--- config.mk ---
export PLATFORM = sky130hd
export DESIGN_NAME = otq_ram
export DESIGN_NICKNAME = d
export VERILOG_FILES = /design/src/rtl/core/otq_ram.sv
export SDC_FILE = /design/constraint.sdc
export NUM_CORES = 1
export LEC_CHECK = 0
export BUFFER_PORTS_ARGS = -buffer_cell sky130_fd_sc_hd__buf_4
export CAP_MARGIN = 20
export CORE_ASPECT_RATIO = 1.75
export CORE_MARGIN = 4
export CORE_UTILIZATION = 30
export DETAILED_ROUTE_END_ITERATION = 8
export SLEW_MARGIN = 0
export SYNTH_ARGS = -nofsm -noshare
export SYNTH_HDL_FRONTEND = slang
export SYNTH_SLANG_ARGS = --single-unit
--- constraint.sdc ---
create_clock -name clk_i -period 3.4 [get_ports clk_i]
set_input_delay 0.51 -clock clk_i [delete_from_list [all_inputs] [get_ports clk_i]]
set_output_delay 0.51 -clock clk_i [all_outputs]
set_load 0.01 [all_outputs]
--- src/rtl/core/otq_ram.sv ---
// generic single port ram with registered read
module otq_ram #(
  parameter int unsigned Width = 8,
  parameter int unsigned Depth = 16
) (
  input  logic                     clk_i,
  input  logic                     we_i,
  input  logic [$clog2(Depth)-1:0] addr_i,
  input  logic [Width-1:0]         wdata_i,
  output logic [Width-1:0]         rdata_o
);
  logic [Width-1:0] mem_q [Depth];
  always_ff @(posedge clk_i) begin
    if (we_i) begin
      mem_q[addr_i] <= wdata_i;
    end
    rdata_o <= mem_q[addr_i];
  end
endmodule

== Word level (Yosys, flattened, before mapping) ==
Memories as Yosys holds them, arrays and structs flattened. A register that Yosys moved wholly into a read port is not among the register bits.
Cells that the tools add are included.
Word-level totals
  register bits after elaboration: 0
  latch bits: 0
  RAM bits: 128
  bits in read-only memories: 0
  output and inout port bits: 8
  logic and storage cells: 3
  memories: 1
Memory list
  mem_q: depth 16, width 8, read ports 1, clocked after Yosys merged registers in 1, wr ports 1, line 12  | logic [Width-1:0] mem_q [Depth];
Operators by class
  add/sub/neg operators: 0
  multipliers: 0
  div/mod/pow operators: 0
  $lt $le $gt $ge: 0
  equality and inequality tests: 0
  shifts and indexed selects: 0
  mux-type cells: 2
  bitwise logic cells: 0
  reduce and logical (&&, ||, !) cells: 0
Operator list (number)
  $mux 1: 2

== Depth between registers and ports, before layout ==
  depth in word-level cells: 2
  gate-level depth with buffers: 5
  gate-level depth less buffers: 3

== Worst setup path before layout ==
Ideal clock, no wire load.
  kind: input-to-reg
  start point: input addr_i[2]
  end point: memory mem_q[0][0], enable pin
  library setup time: 0.383 ns
  data arrival time: 1.620 ns
  required time: 3.017 ns
  slack: 1.397 ns
  cell stages on the path: 2
  path buffers: 0
  cells stage by stage: or3b_2 nor3_1
RTL lines
  from (decl): line 8  | input logic [$clog2(Depth)-1:0] addr_i,
  to (decl): line 12
Straight into the memory's write port.

== Worst setup path in the final report ==
  start point: input addr_i[0]
  end point: memory mem_q[15][7], enable pin
Straight into the memory's write port.

==> qor.txt <==
status -> finished clean
Commonest cells post-synth -> edfxtp_1, mux4_2, a22oi_1
arrival time worst endpoint -> 1980 ps
DP Worst Slack -> 987 ps
max_cap viols -> 0
crit start category -> input pin
top post-synthesis cells by area -> edfxtp_1, mux4_2, dfxtp_1, a22oi_1, nor2_1
TritonCTS Buffers -> 17
Worst VDD drop -> 0.000318 V
vias per std cell -> 4.59
Synth Cell Area -> 5070 um2
Fill cells -> 1457
clk sinks -> 136
H-tree lvl count -> 4
largest net degree at the start of global routing -> 40
Die Ht -> 180 um
total gr overflow -> 0
first-pass GRT wire length -> 15.1 mm
Final TNS setup -> 0 ps
vias in the first global route -> 2506
Distinct cells, synth -> 18
Via Count -> 2291
Slew Limit Fails -> 0
gp weighted congestion -> 0.832
Tot GR Track Use -> 0.110
IO buf count -> 21
Synth Warn # -> 0
Synth Net Count -> 244
Longest Clk Path Bufs -> 2
Resize count post-CTS -> 0
fin worst setup slack -> 1450 ps
path type of the worst setup path -> input pin to flop
RSZ-0062 raised after global routing -> no
DRT Wirelength -> 9.81 mm
Post-synth EDFFs -> 128
Die ar. -> 19100 um2
die width -> 106 um
Post-DRT Antenna Nets -> 0
Core Area -> 16500 um2
Slew HR -> 0.488
crit path time final -> 1950 ps
area delta synth->final -> 20.9%
DRC viols -> 0
initial antenna violation count -> 0
top_reg_cell synth -> edfxtp_1
DRT Pass-1 Iters -> 5
DP HPWL -> 6.76 mm
wire per inst -> 19.7 um
area occupied by multi-input gates -> 1000 um2
clk_lat worst skew -> 410 ps
Cell Count, Final, Fillers Out -> 499
fin nets -> 277
Max Fclk -> 0.513 GHz
Worst Path Required -> 3430 ps
Final Cycle Share -> 0.574
share of layout cells above drive strength 1 -> 0.316
Synth async-reset ratio -> 0
leading area contributor after synthesis -> edfxtp_1
register area share after synthesis -> 0.790
Yosys reg bits -> 136
leak pwr -> 0.00197 uW
share of the synthesized area in the top cell type -> 0.759
Setup violations, final -> 0
Antenna Cells -> 0
skew final -> 6.72 ps
starting density of the core -> 0.307
Worst-Margin Slew -> 766 ps
Avg Inst Size Synth -> 22.0 um2
io pins -> 22
count leader, synth -> edfxtp_1
Std-Cell Rows -> 62
crit path capture type -> flop
Clock transition at path regs -> 60 ps
# Post-CTS Setup Buffers -> 0
Hold Path Class -> input pin to flop
worst-path fanout max -> 39
Post-Syn Instances -> 230
DRT iter0 DRCs -> 181
utilization after layout -> 0.371
final hold vios -> 0
pwr dens -> 665 nW/um2
Clock Root Buffer -> clkbuf_16
Post-Place Cells -> 466
CTS tree -> done
Sequential Area -> 4000 um2
CTS Hold Buffers Added -> 0
-- flip-flops by register name, summed over array words and instances (netlist names) --
signal,count
mem_q,128
rdata_o,8
-- layout by cell type (no fill, tap or decap) --
cell type	instances
nor2b_1	2
clkinv_2	2
nor3_1	4
or3b_2	1
clkbuf_16	17
buf_4	23
nand3b_1	2
nor2_1	13
dfxtp_1	8
clkinvlp_4	3
edfxtp_1	128
nand3_1	1
inv_6	1
clkbuf_4	1
bufinv_16	6
buf_2	1
nand2_1	9
nand2b_1	2
and2_1	1
a22oi_1	16
mux4_2	32
clkinv_1	2
-- final timing paths --
check	cells past startpoint	startpoint	slack, ps	end
setup / recovery	3	addr_i[0]	1450	mem_q[15][7]
hold / removal	1	wdata_i[5]	440	mem_q[4][5]
setup reg to reg	3	mem_q[3][3]	2040	rdata_o[3]
hold reg to reg	3	mem_q[14][3]	690	rdata_o[3]
-- per-layer routing --
layer	share of wire	track usage	vias to the layer above
li1	-	-	1025
met1	0.35	0.112	1176
met2	0.57	0.197	74
met3	0.036	0.0291	16
met4	0.036	0.0674	0
met5	0	0	-
-- through the flow --
step | area, um2 | hold WS, ps | power, uW
after detailed placement | 5460 | 688 | 2110
final | 6130 | 435 | 4070
after floorplan | 5070 | 609 | 2020
after CTS | 6110 | 427 | 4110
after global placement | 5460 | 671 | 2110
after global routing | 6130 | 437 | 4210
-- cell families after synthesis --
kind of cell / count (synthesis) / share of synthesized area
muxes: 32 / 0.142
buffers and inverters: 11 / 0.0119
AOI/OAI and AO/OA: 16 / 0.0237
and+or+nand+nor: 35 / 0.0321
DFF: 136 / 0.790
-- worst max-delay path: stages --
cell,delay [ps]
buf_4,540
nand2_1,300
nor2_1,620
-- power breakdown --
| part | internal [uW] | leakage [uW] | switching, uW |
|---|---|---|---|
| logic | 77.9 | 0.000431 | 106 |
| clock network | 1360 | 0.000310 | 640 |
| registers | 1880 | 0.00122 | 9.98 |
| total | 3320 | 0.00197 | 757 |
-- cell type report --
type	instances	area share
clock buffer	17	0.0694
clock inverter	14	0.0374
multi-input combinational	83	0.164
sequential	136	0.653
tap	224	0.0457
timing repair buffer	25	0.0302
Note: power is estimated with default switching activity, not from simulation.
